$ cat src/design/stm_pkg.sv
// ----------------------------------------------------------------------------
// stm_pkg
// Shared types, register codes and phase tables of the trapezoidal stepper
// move sequencer.
// ----------------------------------------------------------------------------
`timescale 1ns / 1ps
`default_nettype none

package stm_pkg;

  // field widths
  localparam int STEP_W     = 10;
  localparam int DLY_W      = 8;
  localparam int PROD_W     = 2 * DLY_W;
  localparam int CFG_ADDR_W = 2;
  localparam int CFG_DATA_W = 10;
  localparam int IN_DATA_W  = 8;
  localparam int OUT_DATA_W = 16;

  // register indexes
  localparam logic [CFG_ADDR_W-1:0] REG_MOVE_STEPS = 2'd0;
  localparam logic [CFG_ADDR_W-1:0] REG_MIN_DELAY  = 2'd1;
  localparam logic [CFG_ADDR_W-1:0] REG_MAX_DELAY  = 2'd2;

  // register reset values
  localparam logic [STEP_W-1:0] MOVE_STEPS_RST = 10'd100;
  localparam logic [DLY_W-1:0]  MIN_DELAY_RST  = 8'd5;
  localparam logic [DLY_W-1:0]  MAX_DELAY_RST  = 8'd20;

  // op codes
  localparam logic OP_START = 1'b0;
  localparam logic OP_TICK  = 1'b1;

  // controller to datapath
  typedef struct packed {
    logic load;    // latch the accepted word
    logic eval;    // apply the word to the move state
    logic prep;    // pick ramp segment and multiplier operands
    logic mul_go;  // multiply and start the divider
    logic fin;     // load the step delay
  } stm_cmd_t;

  // datapath to controller
  typedef struct packed {
    logic take_step;  // the word being evaluated takes a step
    logic div_busy;   // divider still iterating
  } stm_stat_t;

  // coil drive byte of a phase
  function automatic logic [7:0] coil_of(input logic [1:0] ph);
    logic [7:0] c;
    case (ph)
      2'd0:    c = 8'h30;
      2'd1:    c = 8'h06;
      2'd2:    c = 8'h28;
      default: c = 8'h05;
    endcase
    return c;
  endfunction

  // one-hot marker of the phase being left
  function automatic logic [3:0] marker_of(input logic [1:0] ph);
    logic [3:0] m;
    case (ph)
      2'd0:    m = 4'h2;
      2'd1:    m = 4'h4;
      2'd2:    m = 4'h8;
      default: m = 4'h1;
    endcase
    return m;
  endfunction

endpackage

`default_nettype wire

$ cat src/design/stm_div.sv
// ----------------------------------------------------------------------------
// stm_div
// Restoring divider, one quotient bit per cycle, for the ramp delay.
// ----------------------------------------------------------------------------
`timescale 1ns / 1ps
`default_nettype none

module stm_div
  import stm_pkg::*;
(
  input  wire logic              clk,
  input  wire logic              rst_n,
  input  wire logic              start,
  input  wire logic [PROD_W-1:0] dividend,
  input  wire logic [DLY_W-1:0]  divisor,
  output logic                   busy,
  output logic [DLY_W-1:0]       quotient
);

  localparam int CNT_W = $clog2(PROD_W + 1);

  logic [PROD_W-1:0] quo_r;
  logic [DLY_W-1:0]  rem_r;
  logic [CNT_W-1:0]  cnt_r;
  logic              busy_r;
  logic [DLY_W:0]    trial;
  logic              fits;

  // trial subtract of the next partial remainder
  assign trial = {rem_r, quo_r[PROD_W-1]};
  assign fits  = trial >= {1'b0, divisor};

  // control
  always_ff @(posedge clk) begin
    if (!rst_n) begin
      busy_r <= 1'b0;
      cnt_r  <= '0;
    end else if (start) begin
      busy_r <= 1'b1;
      cnt_r  <= CNT_W'(PROD_W);
    end else if (busy_r) begin
      cnt_r <= cnt_r - 1'b1;
      if (cnt_r == CNT_W'(1)) begin
        busy_r <= 1'b0;
      end
    end
  end

  // shift and subtract
  always_ff @(posedge clk) begin
    if (start) begin
      quo_r <= dividend;
      rem_r <= '0;
    end else if (busy_r) begin
      quo_r <= {quo_r[PROD_W-2:0], fits};
      if (fits) begin
        rem_r <= DLY_W'(trial - {1'b0, divisor});
      end else begin
        rem_r <= trial[DLY_W-1:0];
      end
    end
  end

  assign busy     = busy_r;
  assign quotient = quo_r[DLY_W-1:0];

endmodule

`default_nettype wire

$ cat src/design/stm_dp.sv
// ----------------------------------------------------------------------------
// stm_dp
// Move datapath: settings registers, phase and step state, trapezoid
// profile and the step delay divider.
// ----------------------------------------------------------------------------
`timescale 1ns / 1ps
`default_nettype none

module stm_dp
  import stm_pkg::*;
#(
  parameter int MAX_MOVE_STEPS = 1023
)(
  input  wire logic                  clk,
  input  wire logic                  rst_n,
  input  wire logic                  cfg_we,
  input  wire logic [CFG_ADDR_W-1:0] cfg_addr,
  input  wire logic [CFG_DATA_W-1:0] cfg_data,
  input  wire logic                  item_op,
  input  wire logic                  item_dir,
  input  wire logic [1:0]            item_phase,
  input  wire stm_cmd_t              cmd,
  output stm_stat_t                  stat,
  output logic [7:0]                 coil_pattern,
  output logic [3:0]                 phase_marker,
  output logic [1:0]                 phase,
  output logic                       busy_res,
  output logic                       done_res
);

  localparam int CMP_W = (STEP_W > 17) ? STEP_W + 1 : 17;

  typedef enum logic [1:0] {SEG_UP, SEG_FLAT, SEG_DOWN} seg_t;

  // settings
  logic [STEP_W-1:0] move_steps_r;
  logic [DLY_W-1:0]  min_delay_r;
  logic [DLY_W-1:0]  max_delay_r;

  // latched word
  logic       op_r;
  logic       dir_r;
  logic [1:0] sp_r;

  // move state
  logic [1:0]        cur_phase_r;
  logic [STEP_W-1:0] step_index_r;
  logic [DLY_W-1:0]  wait_count_r;
  logic              moving_r;
  logic              backward_r;
  logic [7:0]        drive_byte_r;
  logic [3:0]        marker_bits_r;
  logic              done_r;

  // profile operands
  seg_t             seg_r;
  logic [DLY_W-1:0] mul_a_r;
  logic [DLY_W-1:0] diff_r;
  logic [DLY_W-1:0] hi_r;
  logic [DLY_W-1:0] lo_r;
  logic [DLY_W-1:0] ramp_r;

  logic [STEP_W-1:0] steps_s;
  logic [DLY_W-1:0]  ramp_s;
  logic [DLY_W-1:0]  lo_s;
  logic [DLY_W-1:0]  diff_s;
  logic [STEP_W-1:0] flat_end_s;
  logic [STEP_W-1:0] k_full_s;
  logic [DLY_W-1:0]  k_s;
  seg_t              seg_s;
  logic [DLY_W-1:0]  mul_a_s;

  logic              start_ok;
  logic              tick_ok;
  logic [DLY_W-1:0]  wait_dec;
  logic              wait_zero;
  logic              last_step;
  logic              steps_zero;
  logic [1:0]        left_s;
  logic              back_s;
  logic [1:0]        next_s;
  logic              take_s;

  logic [PROD_W-1:0] prod_s;
  logic              div_busy;
  logic [DLY_W-1:0]  quo;
  logic [DLY_W-1:0]  delay_raw;
  logic [DLY_W-1:0]  delay_s;

  // settings write port
  always_ff @(posedge clk) begin
    if (!rst_n) begin
      move_steps_r <= MOVE_STEPS_RST;
      min_delay_r  <= MIN_DELAY_RST;
      max_delay_r  <= MAX_DELAY_RST;
    end else if (cfg_we) begin
      case (cfg_addr)
        REG_MOVE_STEPS: move_steps_r <= cfg_data;
        REG_MIN_DELAY:  min_delay_r  <= cfg_data[DLY_W-1:0];
        REG_MAX_DELAY:  max_delay_r  <= cfg_data[DLY_W-1:0];
        default:        ;
      endcase
    end
  end

  // step count saturated to the build limit
  always_comb begin
    if ({{(CMP_W-STEP_W){1'b0}}, move_steps_r} > CMP_W'(MAX_MOVE_STEPS)) begin
      steps_s = STEP_W'(MAX_MOVE_STEPS);
    end else begin
      steps_s = move_steps_r;
    end
  end

  // trapezoid segment of the current step
  assign ramp_s     = steps_s[STEP_W-1:2];
  assign lo_s       = (min_delay_r > max_delay_r) ? max_delay_r : min_delay_r;
  assign diff_s     = max_delay_r - lo_s;
  assign flat_end_s = steps_s - {2'b00, ramp_s};
  assign k_full_s   = step_index_r - flat_end_s;
  assign k_s        = (k_full_s > {2'b00, ramp_s}) ? ramp_s : k_full_s[DLY_W-1:0];

  always_comb begin
    if (step_index_r < {2'b00, ramp_s}) begin
      seg_s   = SEG_UP;
      mul_a_s = step_index_r[DLY_W-1:0];
    end else if (step_index_r < flat_end_s || ramp_s == '0) begin
      seg_s   = SEG_FLAT;
      mul_a_s = '0;
    end else begin
      seg_s   = SEG_DOWN;
      mul_a_s = k_s;
    end
  end

  // effect of the latched word
  assign start_ok   = (op_r == OP_START) && !moving_r;
  assign tick_ok    = (op_r == OP_TICK) && moving_r;
  assign wait_dec   = (wait_count_r != '0) ? wait_count_r - 1'b1 : wait_count_r;
  assign wait_zero  = (wait_dec == '0);
  assign last_step  = ({1'b0, step_index_r} + 1'b1) >= {1'b0, steps_s};
  assign steps_zero = (steps_s == '0);
  assign left_s     = start_ok ? sp_r : cur_phase_r;
  assign back_s     = start_ok ? dir_r : backward_r;
  assign next_s     = back_s ? left_s - 1'b1 : left_s + 1'b1;
  assign take_s     = (start_ok && !steps_zero) || (tick_ok && wait_zero && !last_step);

  // word latch
  always_ff @(posedge clk) begin
    if (cmd.load) begin
      op_r  <= item_op;
      dir_r <= item_dir;
      sp_r  <= item_phase;
    end
  end

  // move state update
  always_ff @(posedge clk) begin
    if (!rst_n) begin
      cur_phase_r   <= '0;
      step_index_r  <= '0;
      wait_count_r  <= '0;
      moving_r      <= 1'b0;
      backward_r    <= 1'b0;
      drive_byte_r  <= '0;
      marker_bits_r <= '0;
      done_r        <= 1'b0;
    end else if (cmd.eval) begin
      done_r <= (start_ok && steps_zero) || (tick_ok && wait_zero && last_step);
      if (start_ok) begin
        cur_phase_r  <= sp_r;
        backward_r   <= dir_r;
        step_index_r <= '0;
        moving_r     <= !steps_zero;
        if (steps_zero) begin
          wait_count_r <= '0;
        end
      end
      if (tick_ok) begin
        wait_count_r <= wait_dec;
        if (wait_zero) begin
          if (last_step) begin
            moving_r <= 1'b0;
          end else begin
            step_index_r <= step_index_r + 1'b1;
          end
        end
      end
      if (take_s) begin
        marker_bits_r <= marker_of(left_s);
        drive_byte_r  <= coil_of(next_s);
        cur_phase_r   <= next_s;
      end
    end else if (cmd.fin) begin
      wait_count_r <= delay_s;
    end
  end

  // profile operands
  always_ff @(posedge clk) begin
    if (cmd.prep) begin
      seg_r   <= seg_s;
      mul_a_r <= mul_a_s;
      diff_r  <= diff_s;
      hi_r    <= max_delay_r;
      lo_r    <= lo_s;
      ramp_r  <= ramp_s;
    end
  end

  // ramp product feeds the divider register directly
  assign prod_s = {{DLY_W{1'b0}}, mul_a_r} * {{DLY_W{1'b0}}, diff_r};

  stm_div u_div (
    .clk      (clk),
    .rst_n    (rst_n),
    .start    (cmd.mul_go),
    .dividend (prod_s),
    .divisor  (ramp_r),
    .busy     (div_busy),
    .quotient (quo)
  );

  // step delay from the segment
  always_comb begin
    case (seg_r)
      SEG_UP:   delay_raw = hi_r - quo;
      SEG_DOWN: delay_raw = lo_r + quo;
      default:  delay_raw = lo_r;
    endcase
  end

  assign delay_s = (delay_raw == '0) ? DLY_W'(1) : delay_raw;

  assign stat.take_step = take_s;
  assign stat.div_busy  = div_busy;

  assign coil_pattern = drive_byte_r;
  assign phase_marker = marker_bits_r;
  assign phase        = cur_phase_r;
  assign busy_res     = moving_r;
  assign done_res     = done_r;

endmodule

`default_nettype wire

$ cat src/design/stm_ctrl.sv
// ----------------------------------------------------------------------------
// stm_ctrl
// Sequencer: takes one word, applies it, runs the delay calculation when a
// step is taken, and hands the result to the output register.
// ----------------------------------------------------------------------------
`timescale 1ns / 1ps
`default_nettype none

module stm_ctrl
  import stm_pkg::*;
(
  input  wire logic      clk,
  input  wire logic      rst_n,
  input  wire logic      in_valid,
  output logic           in_ready,
  input  wire logic      out_free,
  input  wire stm_stat_t stat,
  output stm_cmd_t       cmd,
  output logic           emit
);

  typedef enum logic [2:0] {
    S_IDLE, S_EVAL, S_PREP, S_MUL, S_DIV, S_FIN, S_OUT
  } state_t;

  state_t state_r;

  // state register
  always_ff @(posedge clk) begin
    if (!rst_n) begin
      state_r <= S_IDLE;
    end else begin
      case (state_r)
        S_IDLE: if (in_valid) state_r <= S_EVAL;
        S_EVAL: state_r <= stat.take_step ? S_PREP : S_OUT;
        S_PREP: state_r <= S_MUL;
        S_MUL:  state_r <= S_DIV;
        S_DIV:  if (!stat.div_busy) state_r <= S_FIN;
        S_FIN:  state_r <= S_OUT;
        S_OUT:  if (out_free) state_r <= S_IDLE;
        default: state_r <= S_IDLE;
      endcase
    end
  end

  // command decode
  assign in_ready   = (state_r == S_IDLE);
  assign cmd.load   = (state_r == S_IDLE) && in_valid;
  assign cmd.eval   = (state_r == S_EVAL);
  assign cmd.prep   = (state_r == S_PREP);
  assign cmd.mul_go = (state_r == S_MUL);
  assign cmd.fin    = (state_r == S_FIN);
  assign emit       = (state_r == S_OUT) && out_free;

endmodule

`default_nettype wire

$ cat src/design/stepper_trapezoid_move.sv
// ----------------------------------------------------------------------------
// stepper_trapezoid_move
// Full-step stepper move sequencer with a trapezoidal speed profile.
// ----------------------------------------------------------------------------
// One word is handled at a time and every word returns exactly one result
// word. A word that takes no step (ignored start, start of an empty move,
// tick while idle, tick inside a step, the tick that ends the move) goes
// from evaluation straight to the output state. A word that takes a step
// also passes the prep, multiply, divide and finish states, where it
// waits on the restoring divider, one quotient bit per cycle, to turn the
// ramp position into the next step's tick count. The result sits in an
// output register, so the next word can be taken while it waits. A stalled
// result holds a finished word back from the output register. Settings are
// to be written on the cfg port by the user only while the block holds no
// word; the block itself does not enforce this.
`timescale 1ns / 1ps
`default_nettype none

module stepper_trapezoid_move
  import stm_pkg::*;
#(
  parameter int MAX_MOVE_STEPS = 1023
)(
  input  wire logic                  clk,
  input  wire logic                  rst_n,
  // input words
  input  wire logic                  in_tvalid,
  output logic                       in_tready,
  input  wire logic [IN_DATA_W-1:0]  in_tdata,   // [0] direction, [2:1] start_phase
  input  wire logic                  in_tuser,   // [0] op
  // result words
  output logic                       out_tvalid,
  input  wire logic                  out_tready,
  output logic [OUT_DATA_W-1:0]      out_tdata,  // [7:0] coil_pattern, [11:8] phase_marker,
                                                 // [13:12] phase, [14] busy_res
  output logic                       out_tlast,  // done_res
  // settings write
  input  wire logic                  cfg_valid,
  output logic                       cfg_ready,
  input  wire logic [CFG_ADDR_W-1:0] cfg_addr,
  input  wire logic [CFG_DATA_W-1:0] cfg_data
);

  stm_cmd_t  cmd;
  stm_stat_t stat;
  logic      emit;
  logic      out_free;

  logic [7:0] coil_pattern;
  logic [3:0] phase_marker;
  logic [1:0] phase;
  logic       busy_res;
  logic       done_res;

  logic                  out_tvalid_r;
  logic [OUT_DATA_W-1:0] out_tdata_r;
  logic                  out_tlast_r;

  assign cfg_ready = 1'b1;
  assign out_free  = !out_tvalid_r || out_tready;

  stm_ctrl u_ctrl (
    .clk      (clk),
    .rst_n    (rst_n),
    .in_valid (in_tvalid),
    .in_ready (in_tready),
    .out_free (out_free),
    .stat     (stat),
    .cmd      (cmd),
    .emit     (emit)
  );

  stm_dp #(
    .MAX_MOVE_STEPS (MAX_MOVE_STEPS)
  ) u_dp (
    .clk          (clk),
    .rst_n        (rst_n),
    .cfg_we       (cfg_valid && cfg_ready),
    .cfg_addr     (cfg_addr),
    .cfg_data     (cfg_data),
    .item_op      (in_tuser),
    .item_dir     (in_tdata[0]),
    .item_phase   (in_tdata[2:1]),
    .cmd          (cmd),
    .stat         (stat),
    .coil_pattern (coil_pattern),
    .phase_marker (phase_marker),
    .phase        (phase),
    .busy_res     (busy_res),
    .done_res     (done_res)
  );

  // output register
  always_ff @(posedge clk) begin
    if (!rst_n) begin
      out_tvalid_r <= 1'b0;
    end else if (emit) begin
      out_tvalid_r <= 1'b1;
    end else if (out_tready) begin
      out_tvalid_r <= 1'b0;
    end
  end

  always_ff @(posedge clk) begin
    if (emit) begin
      out_tdata_r <= {1'b0, busy_res, phase, phase_marker, coil_pattern};
      out_tlast_r <= done_res;
    end
  end

  assign out_tvalid = out_tvalid_r;
  assign out_tdata  = out_tdata_r;
  assign out_tlast  = out_tlast_r;

endmodule

`default_nettype wire

$ cat config.mk
export PLATFORM = sky130hd
export DESIGN_NAME = stepper_trapezoid_move
export DESIGN_NICKNAME = d
export VERILOG_FILES = /design/src/design/stm_pkg.sv /design/src/design/stm_div.sv /design/src/design/stm_dp.sv /design/src/design/stm_ctrl.sv /design/src/design/stepper_trapezoid_move.sv
export SDC_FILE = /design/constraint.sdc
export NUM_CORES = 1
export LEC_CHECK = 0
export BUFFER_PORTS_ARGS = -buffer_cell sky130_fd_sc_hd__buf_2
export CAP_MARGIN = 40
export CORE_MARGIN = 10
export CORE_UTILIZATION = 58
export DETAILED_ROUTE_END_ITERATION = 8
export GPL_TIMING_DRIVEN = 0
export PLACE_DENSITY_LB_ADDON = 0.15
export SLEW_MARGIN = 20
export SYNTH_ARGS = -nofsm -noshare
export SYNTH_HDL_FRONTEND = slang
export SYNTH_SLANG_ARGS = --single-unit
$ cat constraint.sdc
create_clock -name clk -period 6.4 [get_ports clk]
set_input_delay 0.64 -clock clk [delete_from_list [all_inputs] [get_ports clk]]
set_output_delay 0.64 -clock clk [all_outputs]
set_load 0.05 [all_outputs]
Yosys cells after proc, flatten, opt, wreduce, memory -nomap -nowiden
Index checks and enable logic that the tools add are counted.
{ "word_totals": {"out_inout_bits": 20, "input_bits": 26, "register_bits": 157, "wordCells": 148} }
{ "classes": {"magnitude_cmp": 6, "n_reduce_logical": 37, "bitwise": 2, "multipliers": 1, "n_addsub": 12, "n_eq_ne": 19, "mux": 42} }
{ "ops": {"columns": ["operator", "count"], "rows": [
  ["$mux W8", 12],
  ["$mux W10", 4],
  ["$mux W16", 2],
  ["$logic_not A8 Y1", 3],
  ["$sub A8 B8 Y8", 3],
  ["$pmux W3 S7", 1],
  ["$pmux W6 S3", 1],
  ["$mul A8 B8 Y16", 1],
  ["$pmux W8 S2", 1],
  ["$mux W3", 4],
  ["$pmux W4 S3", 1],
  ["$add A10 B1 Y11 const B", 1],
  ["$ge A11 B10 Y1", 1],
  ["$add A10 B1 Y10 const B", 1],
  ["$gt A10 B8 Y1", 1],
  ["$logic_not A10 Y1", 1],
  ["$lt A10 B10 Y1", 1],
  ["$lt A10 B8 Y1", 1],
  ["$mux W1", 10],
  ["$mux W5", 2],
  ["$sub A10 B10 Y10", 1],
  ["$sub A10 B8 Y10", 1],
  ["$eq A3 B3 Y1 const B", 3],
  ["$ge A9 B8 Y1", 1],
  ["26 further kinds", 61]
]} }

Longest topological paths before layout
Gate-level depths: netlist of the first run.
{ "depth": {"word_depth": 8, "depth_mapped": 23, "mapped_depth_nobuf": 23} }

Modules after synthesis
From an unflattened synthesis of the first run, not the netlist that was laid out.
{ "unflattened": {"cells_unflattened": 1289, "hier_area_um2": 11990.2} }
{ "modules_own_cells": {"columns": ["module", "n_inst", "seq_area_each_um2", "cells_per_inst", "area_per_inst_um2"], "rows": [
  ["stm_dp", 1, 2562.5, 1055, 9297.7],
  ["stm_div", 1, 760.7, 183, 1899.3],
  ["stepper_trapezoid_move", 1, 500.5, 24, 551.8],
  ["stm_ctrl", 1, 60.1, 27, 241.5]
]} }

Worst setup path after synthesis of the first run
OpenSTA, ideal clock, no wires.
{ "synth_path": {"path_kind": "register to register", "from": "register u_dp.move_steps_r[2]", "to": "register u_dp.mul_a_r[0], data pin", "arrival_ps": 4488, "t_required_ps": 6144, "path_buffers": 0, "setup_time_ps": 256, "path_stages_with_launch": 23, "period_less_slack_ps": 4744, "slack_ps": 1656, "cell_sequence": "dfxtp_1 ha_1 inv_1 fa_1 nand2_1 nand2_1 a21oi_1 o21ai_0 a21oi_1 xor2_1 ha_1 or3_1 or3_2 a21oi_1 nor2_1 ha_1 nand2_1 or4_1 o21ai_0 o21ai_0 a221oi_4 mux2i_1 a22o_1"} }
{ "synth_via": {"elab_chain_cells": 6, "word_cells_on_any_way": 10, "classes_between": "2 x add/sub; 3 x order compare; 3 x mux; 2 x reduce/logical"} }
{ "synth_rtl": {"columns": ["element", "line", "rtl"], "rows": [
  ["start: declaration", "stm_dp.sv:36", "logic [STEP_W-1:0] move_steps_r;"],
  ["start signal: assignment", "stm_dp.sv:98", "REG_MOVE_STEPS: move_steps_r <= cfg_data;"],
  ["$sub A10 B8 Y10", "stm_dp.sv:119", "assign flat_end_s = steps_s - {2'b00, ramp_s};"],
  ["$sub A10 B10 Y10", "stm_dp.sv:120", "assign k_full_s = step_index_r - flat_end_s;"],
  ["$gt A10 B8 Y1", "stm_dp.sv:121", "assign k_s = (k_full_s > {2'b00, ramp_s}) ? ramp_s : k_full_s[DLY_W-1:0];"],
  ["$mux W8", "stm_dp.sv:121", null],
  ["$mux W8", "stm_dp.sv:127", "end else if (step_index_r < flat_end_s || ramp_s == '0) begin"],
  ["$mux W8 *", "stm_dp.sv:124", "if (step_index_r < {2'b00, ramp_s}) begin"],
  ["via u_dp.mul_a_s[0]", "stm_dp.sv:71", "logic [DLY_W-1:0] mul_a_s;"],
  ["end signal: assignment", "stm_dp.sv:203", "mul_a_r <= mul_a_s;"],
  ["end: declaration", "stm_dp.sv:57", "logic [DLY_W-1:0] mul_a_r;"]
]} }
The timed path passes the listed nets; every way through them passes the cells marked *.
A chain may end at the register's enable or synchronous reset.

Final worst setup path of the first run
{ "layout_path": {"from": "register u_dp.move_steps_r[2]", "to": "register u_dp.mul_a_r[6], data pin"} }
The elaborated chain is that of the path after synthesis.

==> results of run 1 <==
[synth_stat cells, drive strengths merged, types with 10 or more instances]
cell type	number	area, µm²
and2	32	200.2
a21o	15	112.6
nand2b	15	93.84
o21ai	82	410.4
or2	12	75.07
ha	124	1551
nor2	64	240.2
nand3b	10	75.07
inv	133	499.2
edfxtp	76	2282
nand2	135	506.7
nand3	30	150.1
o21a	10	75.07
mux2i	49	490.5
a21oi	68	340.3
dfxtp	77	1541
xor2	16	140.1
nor3	20	100.1
clkbuf	30	112.6
fa	42	840.8
xnor2	37	324.1
nor2b	13	81.33
mux2	13	146.4
[flip-flops by register name, summed over array words and instances, names as in the netlist, 3 cells and up]
signal and flops:
u_dp.u_div.quo_r 16, out_tdata 13, u_dp.move_steps_r 10, u_dp.step_index_r 10
u_dp.diff_r 8, u_dp.hi_r 8, u_dp.lo_r 8, u_dp.max_delay_r 8
u_dp.min_delay_r 8, u_dp.mul_a_r 8, u_dp.ramp_r 8, u_dp.u_div.rem_r 8
u_dp.wait_count_r 8, u_dp.coil_pattern 6, u_dp.u_div.cnt_r 5, u_dp.phase_marker 4
u_ctrl.state_r 3
[worst paths after layout]
| kind | from | endpoint | slack, ns |
|---|---|---|---|
| hold reg to reg | u_dp.phase_marker[1] | out_tdata[9] | 0.43 |
| setup / recovery | u_dp.move_steps_r[2] | u_dp.mul_a_r[6] | 0.90 |
| setup reg to reg | u_dp.move_steps_r[2] | u_dp.mul_a_r[6] | 0.90 |
| hold / removal | in_tuser | u_dp.op_r | 0.39 |
[through the flow]
| stage | instance area [µm²] | total power [mW] | std cells | util (%) | hold slack (ns) |
|---|---|---|---|---|---|
| 3_5_place_dp | 12000 | 2.521 | 1540 | 61.67 | 0.4161 |
| 3_3_place_gp | 11960 | 2.483 | 1537 | 61.47 | 0.4147 |
| 4_1_cts | 12580 | 3.515 | 1571 | 64.66 | 0.3727 |
| 5_1_grt | 12580 | 3.755 | 1571 | 64.66 | 0.3752 |
| 6_report | 12580 | 3.504 | 1571 | 64.66 | 0.3871 |
| 2_1_floorplan | 11450 | 2.229 | 1236 | - | 0.3995 |
[routing by layer]
layer,GRT usage [%],wire length (µm),up-vias
li1,-,-,4442
met1,26.73,11840,4272
met5,0,0,-
met3,4.013,1483,32
met2,33.82,12260,237
met4,6.553,478,0
[final cells by class]
type | count | area, µm² | share of cell area, %
multi-input combinational | 912 | 6975 | 55.43
timing repair buffer | 39 | 212.7 | 1.690
tap | 265 | 331.6 | 2.635
clock buffer | 18 | 450.4 | 3.579
sequential | 153 | 3824 | 30.38
inverter | 133 | 499.2 | 3.967
buffer | 38 | 160.2 | 1.273
clock inverter | 13 | 131.4 | 1.044
[cell families (layout without fill, tap and decap cells)]
group	count (synthesis)	after routing
buf+inv	171	241
fa+ha+maj	166	166
xor+xnor	53	53
mux	62	62
other cells	2	4
flops	153	153
simple gates	372	372
compound gates	255	255
[critical path, cell delays in order (launching register included)]
cell and delay [ns]:
dfxtp_1 0.55, ha_1 0.26, inv_1 0.06, fa_1 0.41
nand2_1 0.08, nand2_1 0.05, a21oi_1 0.22, o21ai_0 0.12
a21oi_1 0.23, xor2_1 0.10, ha_1 0.22, or3_1 0.33
or3_2 0.41, a21oi_1 0.13, nor2_1 0.07, ha_1 0.31
nand2_1 0.06, or4_1 0.43, o21ai_0 0.09, o21ai_0 0.15
a221oi_4 0.50, mux2i_1 0.15, o21ai_1 0.36
[power by group through the flow]
stage / logic (mW) / clock network [mW] / registers [mW]
final: 1.31 / 0.994 / 1.20
after global routing: 1.51 / 1.05 / 1.20
after global placement: 1.27 / 0 / 1.22
after CTS: 1.32 / 1.00 / 1.19
after floorplan: 1.04 / 0 / 1.19
after detailed placement: 1.31 / 0 / 1.21
==> impl_metrics.csv, run 1 <==
group,metric,value,unit
final_layout,fillCellCount,1657,
placement,pre_cts_ws,0.9617,ns
clock_network,cts_sinks,153,
critical_path,start_kind,"register",
floorplanning,ios,46,
routing,drcViolationCount,0,
routing,first_iter_violations,512,
power,pwr-share-seq,34.1,%
routing,post_drt_wl_per_cell,16.59,µm
timing,hold_viol,0,
run,cap_violations,0,
clock_network,cts_buffers,17,
power,p_sw,1.247,mW
global_route,grt_pass1_vias,8900,
power,combinationalPowerShare,37.5,%
final_layout,fin_nets,1486,
final_layout,n_antenna_cell,0,
logic_synthesis,synth-compound-area-share,14.30,%
clock_network,cts_resized,0,
power,switching_share,35.60,%
power,p_int,2.257,mW
critical_path,timing_worst_setup_path_type,"register to register",
critical_path,cp.required,6.59,ns
placement,io_buffers,36,
clock_network,post_cts_buffers,0,
logic_synthesis,synthSimpleGateAreaFrac,15.93,%
timing,layout_min_cycle_time,5.505,ns
power,leakagePower,5.584,nW
logic_synthesis,yosys_warnings,0,
final_layout,syn_to_final_growth,9.972,%
logic_synthesis,synthMuxAreaShare,5.565,%
clock_network,cts_tree,"done",
logic_synthesis,syn-cell-area,11440,µm²
clock_network,cts_hold_buf,0,
routing,num_vias,8983,
power,power_density,278.4,nW/µm²
logic_synthesis,synth-main-ff-cell,"dfxtp_1",
logic_synthesis,syn_inst,1234,
floorplanning,die_h,160.5,µm
critical_path,cp_max_fo,8,
timing,relSlewSlack,46.27,%
logic_synthesis,synth_top_family_by_area,"adder cells",
clock_network,cts_root_buf,"clkbuf_16",
final_layout,drive_gt1_share,8.806,%
timing,tns,0,ns
floorplanning,die_area,25750,µm²
logic_synthesis,synth-seq-cells,153,
global_route,grt_antenna_before_repair,0,
floorplanning,die_w,160.5,µm
critical_path,crit_arrival,5.70,ns
logic_synthesis,async_flop_share,0,%
power,p_clk_share,28.4,%
power,irDropWorstVdd,0.2066,mV
global_route,grt_pass1_wl,44000,µm
logic_synthesis,yosys.cell_types.count,72,
floorplanning,coreArea,19460,µm²
timing,final.setup.worst_slack,0.8953,ns
logic_synthesis,synthAdderAreaFrac,20.91,%
worst_hold_path,hold_depth,1,
logic_synthesis,synth.avg_cell_area,9.273,µm²
timing,rsz0062_at_grt,"false",
global_route,grt_overflow_total,0,
worst_hold_path,hold_class,"input port to register",
clock_network,cts_max_level,4,
routing,wl,26060,µm
clock_network,clkTransAtPathRegs,0.06,ns
global_route,grt_max_degree,30,
timing,setup_viol,0,
routing,ant_nets,0,
timing,finClkSkew,0.01141,ns
timing,worstMarginPinSlew,0.8059,ns
logic_synthesis,ys_seq_area_share,33.41,%
final_layout,final_common_cell,"nand2_1",
status,outcome,"complete, no violations",
global_route,grt_usage,20.58,%
logic_synthesis,synthXorXnorAreaFrac,4.056,%
logic_synthesis,synth_edf_count,76,
routing,dr.pass1.iters,5,
critical_path,r2r_cells,22,
placement,hpwl,20450,µm
placement,routabilityCongestion,0.8837,
final_layout,final_cell_mix,"135 x nand2_1, 133 x inv_1, 124 x ha_1",
timing,finalMaxSlewViolations,0,
floorplanning,row_count,51,
critical_path,crit_path_end_kind,"register",
floorplanning,start_util,58.80,%
timing,fmax,181.7,MHz
clock_network,clk_latency,0.43,ns
timing,period_share,86.01,%
clock_network,clockBufferDepth,2,
routing,via_per_inst,5.718,
No activity file was read; power rests on OpenSTA's default activity.
==> run 2, diff against run 1 <==
--- a/config.mk
+++ b/config.mk
@@ -10,9 +10,8 @@
 export CORE_MARGIN = 10
 export CORE_UTILIZATION = 58
 export DETAILED_ROUTE_END_ITERATION = 8
-export GPL_TIMING_DRIVEN = 0
 export PLACE_DENSITY_LB_ADDON = 0.15
-export SLEW_MARGIN = 20
+export SLEW_MARGIN = 10
 export SYNTH_ARGS = -nofsm -noshare
 export SYNTH_HDL_FRONTEND = slang
 export SYNTH_SLANG_ARGS = --single-unit
==> run 2 against run 1 <==
  * Combinational power barely moved
  * Critical endpoint is now u_dp.mul_a_r[0]
  * Non-clock buffer count fell by 32
  * Via count shrank 2.4%
  * Total power rose by 1.5%
  * First-iteration DRC count increased by 4.3%
  * Die area did not move
  * Final cell count fell by 2.0%
  * Highest routed layer unchanged
==> impl_metrics.csv, run 2 (synthesis gave the netlist of run 1 again) <==
group,metric,value,unit
clock_network,clk_latency,0.43,ns
global_route,grt_overflow_total,0,
routing,ant_nets,0,
final_layout,fin_area,12530,µm²
clock_network,clkTransAtPathRegs,0.07,ns
routing,wl,25490,µm
final_layout,n_antenna_cell,0,
critical_path,crit_path_end_kind,"register",
clock_network,cts_root_buf,"clkbuf_16",
clock_network,clockBufferDepth,2,
floorplanning,die_h,160.5,µm
global_route,grt_antenna_before_repair,0,
clock_network,cts_hold_buf,0,
critical_path,start_kind,"register",
routing,drcViolationCount,0,
critical_path,worst_r2r_startpoint,"u_dp.move_steps_r[2]",
clock_network,cts_sinks,153,
clock_network,cts_max_level,4,
critical_path,timing_worst_setup_path_type,"register to register",
timing,period_share,84.18,%
power,p_sw,1.272,mW
floorplanning,die_area,25750,µm²
critical_path,path_cells,"ha_1, inv_1, fa_1, nand2_1, nand2_1, a21oi_1, o21ai_0, a21oi_1, xor2_1, ha_1, or3_1, or3_2, a21oi_1, nor2_1, ha_1, nand2_1, or4_1, o21ai_0, o21ai_0, a221oi_4, mux2i_1, a22o_1",
final_layout,final_common_cell,"nand2_1",
worst_hold_path,hold_class,"input port to register",
worst_hold_path,whs_endpoint,"u_dp.sp_r[1]",
clock_network,cts_resized,0,
power,p_int,2.286,mW
floorplanning,coreArea,19460,µm²
clock_network,post_cts_buffers,0,
timing,tns,0,ns
timing,layout_min_cycle_time,5.388,ns
placement,hpwl,19660,µm
critical_path,r2r_cells,22,
global_route,grt_max_degree,44,
floorplanning,start_util,58.80,%
critical_path,crit_path_start,"u_dp.move_steps_r[2]",
floorplanning,ios,46,
timing,rsz0062_at_grt,"false",
routing,num_vias,8766,
timing,relSlewSlack,44.06,%
critical_path,cp.required,6.59,ns
critical_path,cp_max_fo,8,
final_layout,drive_gt1_share,9.098,%
timing,finalMaxSlewViolations,0,
final_layout,syn_to_final_growth,9.534,%
power,leakagePower,5.575,nW
worst_hold_path,hold_depth,1,
clock_network,cts_tree,"done",
power,switching_share,35.74,%
critical_path,crit_arrival,5.57,ns
critical_path,cpPeakStageDelay,0.56,ns
routing,via_per_inst,5.692,
power,pwr-share-seq,33.9,%
routing,post_drt_wl_per_cell,16.55,µm
placement,place_area,11910,µm²
worst_hold_path,hold_start,"in_tdata[2]",
timing,hold_viol,0,
timing,fmax,185.6,MHz
timing,worstMarginPinSlew,0.8314,ns
timing,setup_viol,0,
global_route,grt_pass1_vias,8581,
critical_path,cpMaxStageDelayCell,"a221oi_4",
power,irDropWorstVdd,0.1922,mV
critical_path,r2r-end,"u_dp.mul_a_r[0]",
power,p_clk_share,30.0,%
global_route,grt_pass1_wl,42590,µm
final_layout,fillCellCount,1606,
placement,io_buffers,36,
routing,first_iter_violations,534,
final_layout,fin_nets,1454,
status,outcome,"complete, no violations",
run,cap_violations,0,
power,power_density,283.8,nW/µm²
final_layout,largest_register_ffs,16,
routing,dr.pass1.iters,5,
placement,routabilityCongestion,0.8881,
critical_path,reg2reg_slack,1.01,ns
floorplanning,row_count,51,
floorplanning,die_w,160.5,µm
final_layout,top_register,"u_dp.u_div.quo_r",
global_route,grt_usage,20.01,%
timing,finClkSkew,0.009613,ns
clock_network,cts_buffers,17,
power,combinationalPowerShare,36.1,%
final_layout,final_cell_mix,"135 x nand2_1, 133 x inv_1, 124 x ha_1",
==> run 2: cell count changes in the layout (fill, tap and decap cells not counted) <==
cell and delta:
clkinv_2 -1, buf_1 -2, clkbuf_1 -30, clkbuf_16 -1, clkinv_4 -3, buf_16 +1, buf_4 +1, clkinv_8 +2
inv_8 +5, buf_2 -2, bufinv_16 +1, inv_6 -2
==> run 2: worst max-delay path by stage <==
stage / endpoint / slack [ns] / cells after the start
final: u_dp.mul_a_r[0] / 1.01 / 22
after global routing: u_dp.mul_a_r[0] / 0.70 / 22
after CTS: u_dp.mul_a_r[0] / 1.07 / 22
after detailed placement: u_dp.mul_a_r[0] / 1.15 / 22
after global placement: u_dp.mul_a_r[0] / 1.18 / 22
after floorplan: u_dp.mul_a_r[0] / 1.66 / 22
==> run 2: worst max-delay path, delay by kind of cell (launching register included) <==
kind,cells,cell delay (ns)
compound gates,8,1.73
simple gates,7,1.43
fa+ha+maj,4,1.17
flops,1,0.47
mux,1,0.18
xor+xnor,1,0.10
buf+inv,1,0.06
==> run 2: power groups by stage <==
| stage | clock network [mW] | logic [mW] | registers, mW |
|---|---|---|---|
| after floorplan | 0 | 1.04 | 1.19 |
| after global placement | 0 | 1.24 | 1.22 |
| after detailed placement | 0 | 1.27 | 1.22 |
| after CTS | 1.09 | 1.29 | 1.20 |
| after global routing | 1.13 | 1.47 | 1.21 |
| final | 1.07 | 1.29 | 1.21 |
==> run 2: per-layer routing <==
layer / vias to the layer above / track usage [%] / wire, µm
met2: 195 / 32.26 / 12060
met4: 0 / 6.344 / 391
met5: - / 0 / 0
met3: 29 / 3.809 / 1173
li1: 4375 / - / -
met1: 4167 / 26.58 / 11860
==> run 2: per-stage QoR <==
stage / hold slack, ns / setup slack (ns) / std cells / power (mW) / util (%)
finish: 0.3862 / 1.012 / 1540 / 3.557 / 64.40
global route: 0.3692 / 0.6974 / 1540 / 3.819 / 64.40
CTS: 0.3683 / 1.069 / 1540 / 3.579 / 64.40
detailed placement: 0.4083 / 1.149 / 1508 / 2.500 / 61.18
global placement: 0.4069 / 1.182 / 1504 / 2.463 / 60.87
floorplan: 0.3995 / 1.656 / 1236 / 2.229 / -
==> run 2: area by class of cell <==
cell class              instances  area, µm²  share of cell area, %
well taps                     265      331.6                  2.645
repair buffers                 45      277.8                  2.216
inverters                     133      499.2                  3.983
clock inverters                15      201.4                  1.607
multi-input cells             912       6975                  55.65
flip-flops and latches        153       3824                  30.51
clock buffers                  17      425.4                  3.394
==> run 3, diff against run 2 <==
--- a/config.mk
+++ b/config.mk
@@ -8,7 +8,7 @@
 export BUFFER_PORTS_ARGS = -buffer_cell sky130_fd_sc_hd__buf_2
 export CAP_MARGIN = 40
 export CORE_MARGIN = 10
-export CORE_UTILIZATION = 58
+export CORE_UTILIZATION = 57
 export DETAILED_ROUTE_END_ITERATION = 8
 export PLACE_DENSITY_LB_ADDON = 0.15
 export SLEW_MARGIN = 10
==> constraint.sdc (replaced) <==
create_clock -name clk -period 4.7 [get_ports clk]
set_input_delay 0.47 -clock clk [delete_from_list [all_inputs] [get_ports clk]]
set_output_delay 0.47 -clock clk [all_outputs]
set_load 0.05 [all_outputs]
==> run 3 against run 2 <==
  * Sequential share of layout area down 1.1 points
  * Clock skew grew 0.0038 ns
  * Total power up 37%
  * Worst hold slack got worse by 0.17 ns
  * First-iteration DRC count up 3.0%
  * Routed wire length grew 1.1%
  * Combinational power is 47% higher
  * Die area increased by 1.5%
  * Via count up 2.3%
  * Count of clock-buffer cells in the layout did not move
  * Sequential power rose by 35%
  * Register-to-register slack worse by 0.84 ns
  * Critical path type unchanged
  * Largest power group unchanged
  * Highest routed layer unchanged
==> impl_metrics.csv, run 3 (synthesis gave the netlist of run 1 again) <==
group,metric,value,unit
critical_path,cp.required,5.00,ns
clock_network,clk_latency,0.43,ns
placement,hpwl,20100,µm
critical_path,crit_arrival,4.83,ns
clock_network,cts_root_buf,"clkbuf_16",
clock_network,cts_tree,"done",
critical_path,crit_path_end_kind,"register",
final_layout,top_register,"u_dp.u_div.quo_r",
timing,finalMaxSlewViolations,0,
clock_network,cts_buffers,17,
timing,tns,0,ns
floorplanning,die_h,161.7,µm
routing,ant_nets,0,
clock_network,clkTransAtPathRegs,0.07,ns
worst_hold_path,hold_class,"input port to register",
timing,setup_viol,0,
clock_network,cts_hold_buf,0,
timing,finClkSkew,0.01346,ns
power,leakagePower,5.805,nW
critical_path,cpPeakStageDelay,0.53,ns
timing,fmax,220.7,MHz
timing,rsz0062_at_grt,"true",
timing,timing.hold.ws,0.2164,ns
routing,wl_met1,11960,µm
timing,worstMarginPinSlew,0.9180,ns
final_layout,syn_to_final_growth,13.61,%
placement,io_buffers,36,
global_route,grt_pass1_vias,8632,
power,irDropWorstVdd,0.3258,mV
timing,relSlewSlack,38.68,%
global_route,grt_usage,19.86,%
routing,dr.pass1.iters,5,
power,power_density,375.1,nW/µm²
critical_path,cp_max_fo,5,
floorplanning,ios,46,
placement,routabilityCongestion,0.9104,
timing,layout_min_cycle_time,4.532,ns
critical_path,crit_top_cell,"fa_1",
critical_path,critPathTopFamily,"adder cells",
clock_network,cts_sinks,153,
critical_path,critPathBufInv,3,
floorplanning,row_count,51,
routing,post_drt_wl_per_cell,16.22,µm
floorplanning,die_area,26140,µm²
global_route,grt_max_degree,44,
critical_path,cpMaxStageDelayCell,"fa_1",
final_layout,final_cell_mix,"133 x nand2_1, 131 x inv_1, 119 x ha_1",
critical_path,timing_worst_setup_path_type,"register to register",
final_layout,fin_nets,1503,
routing,first_iter_violations,550,
final_layout,final_common_cell,"nand2_1",
timing,hold_viol,0,
floorplanning,start_util,58.41,%
run,cap_violations,0,
critical_path,start_kind,"register",
global_route,grt_antenna_before_repair,0,
clock_network,clockBufferDepth,2,
final_layout,largest_register_ffs,16,
routing,num_vias,8970,
global_route,grt_pass1_wl,42760,µm
timing,period_share,96.42,%
final_layout,drive_gt1_share,14.73,%
routing,met2_length,12220,µm
routing,drcViolationCount,0,
routing,routed-wl-met3,1430,µm
floorplanning,coreArea,19590,µm²
clock_network,cts_max_level,4,
routing,wl,25780,µm
status,outcome,"complete, no violations",
floorplanning,die_w,161.7,µm
routing,via_per_inst,5.645,
final_layout,n_antenna_cell,0,
global_route,grt_overflow_total,0,
routing,top_layer,"met4",
critical_path,path_cells,"nand2_1, fa_1, fa_1, inv_1, fa_1, inv_2, fa_1, inv_1, ha_4, o21a_1, o31a_1, o211ai_1, a21oi_2, nor4_2, or4_1, nand3_1",
final_layout,fin_util,66.37,%
-- run 3: cell types whose count changed in the layout (fill, tap and decap cells not counted), moves of 3 or more --
cell	change
nor3_2	+3
a21oi_2	+4
ha_1	-5
buf_4	+49
o21ai_2	+3
ha_2	+4
a21oi_1	-5
o21ai_0	-5
nor3_1	-3
-- run 3: final cells by class --
cell class              instances  area [µm²]
clock buffers                  17       425.4
clock inverters                15       172.7
fillers                      1655        6589
inverters                     133       499.2
multi-input cells             912        7093
flip-flops and latches        153        3826
well taps                     265       331.6
repair buffers                 94       653.1
-- run 3: final timing paths --
path              slack, ns                   end                 start  cells after the start
setup / recovery       0.17  u_dp.u_div.quo_r[15]       u_dp.mul_a_r[3]                     16
hold / removal         0.22          u_dp.sp_r[1]           in_tdata[2]                      1
hold reg to reg        0.42         out_tdata[11]  u_dp.phase_marker[3]                      0
setup reg to reg       0.17  u_dp.u_div.quo_r[15]       u_dp.mul_a_r[3]                     16
-- run 3: routing by layer --
| metal | vias to the layer above | track usage [%] |
|---|---|---|
| li1 | 4481 | - |
| met1 | 4274 | 27.21 |
| met2 | 203 | 32.18 |
| met3 | 12 | 3.817 |
| met4 | 0 | 3.846 |
| met5 | - | 0 |
-- run 3: through the flow --
stage          power (mW)  setup slack, ns  area (µm²)  instances
5_1_grt             5.239         -0.03779       13000       1589
6_report            4.877           0.1684       13000       1589
3_3_place_gp        3.412         0.003354       12150       1542
4_1_cts             4.821         0.001526       12780       1576
2_1_floorplan       3.036          0.01580       11450       1236
3_5_place_dp        3.457          -0.1093       12170       1544
-- run 3: worst reg2reg max path: cells and delay by family (launching register included) --
kind            cells  cell delay [ns]
compound gates      4             0.64
buf+inv             3             0.15
simple gates        4             0.76
flops               1             0.52
fa+ha+maj           5             2.34
-- run 3: power by group --
group          total, mW  switching [mW]  internal (mW)
Sequential          1.63           0.105           1.52
Combinational       1.89            1.03          0.862
Clock               1.36           0.643          0.717
-- run 3: repair_timing --
action,in CTS,in global routing
gates resized for setup,4,33
setup endpoints to repair,8,12
pin swaps,2,26
buffers inserted,0,13
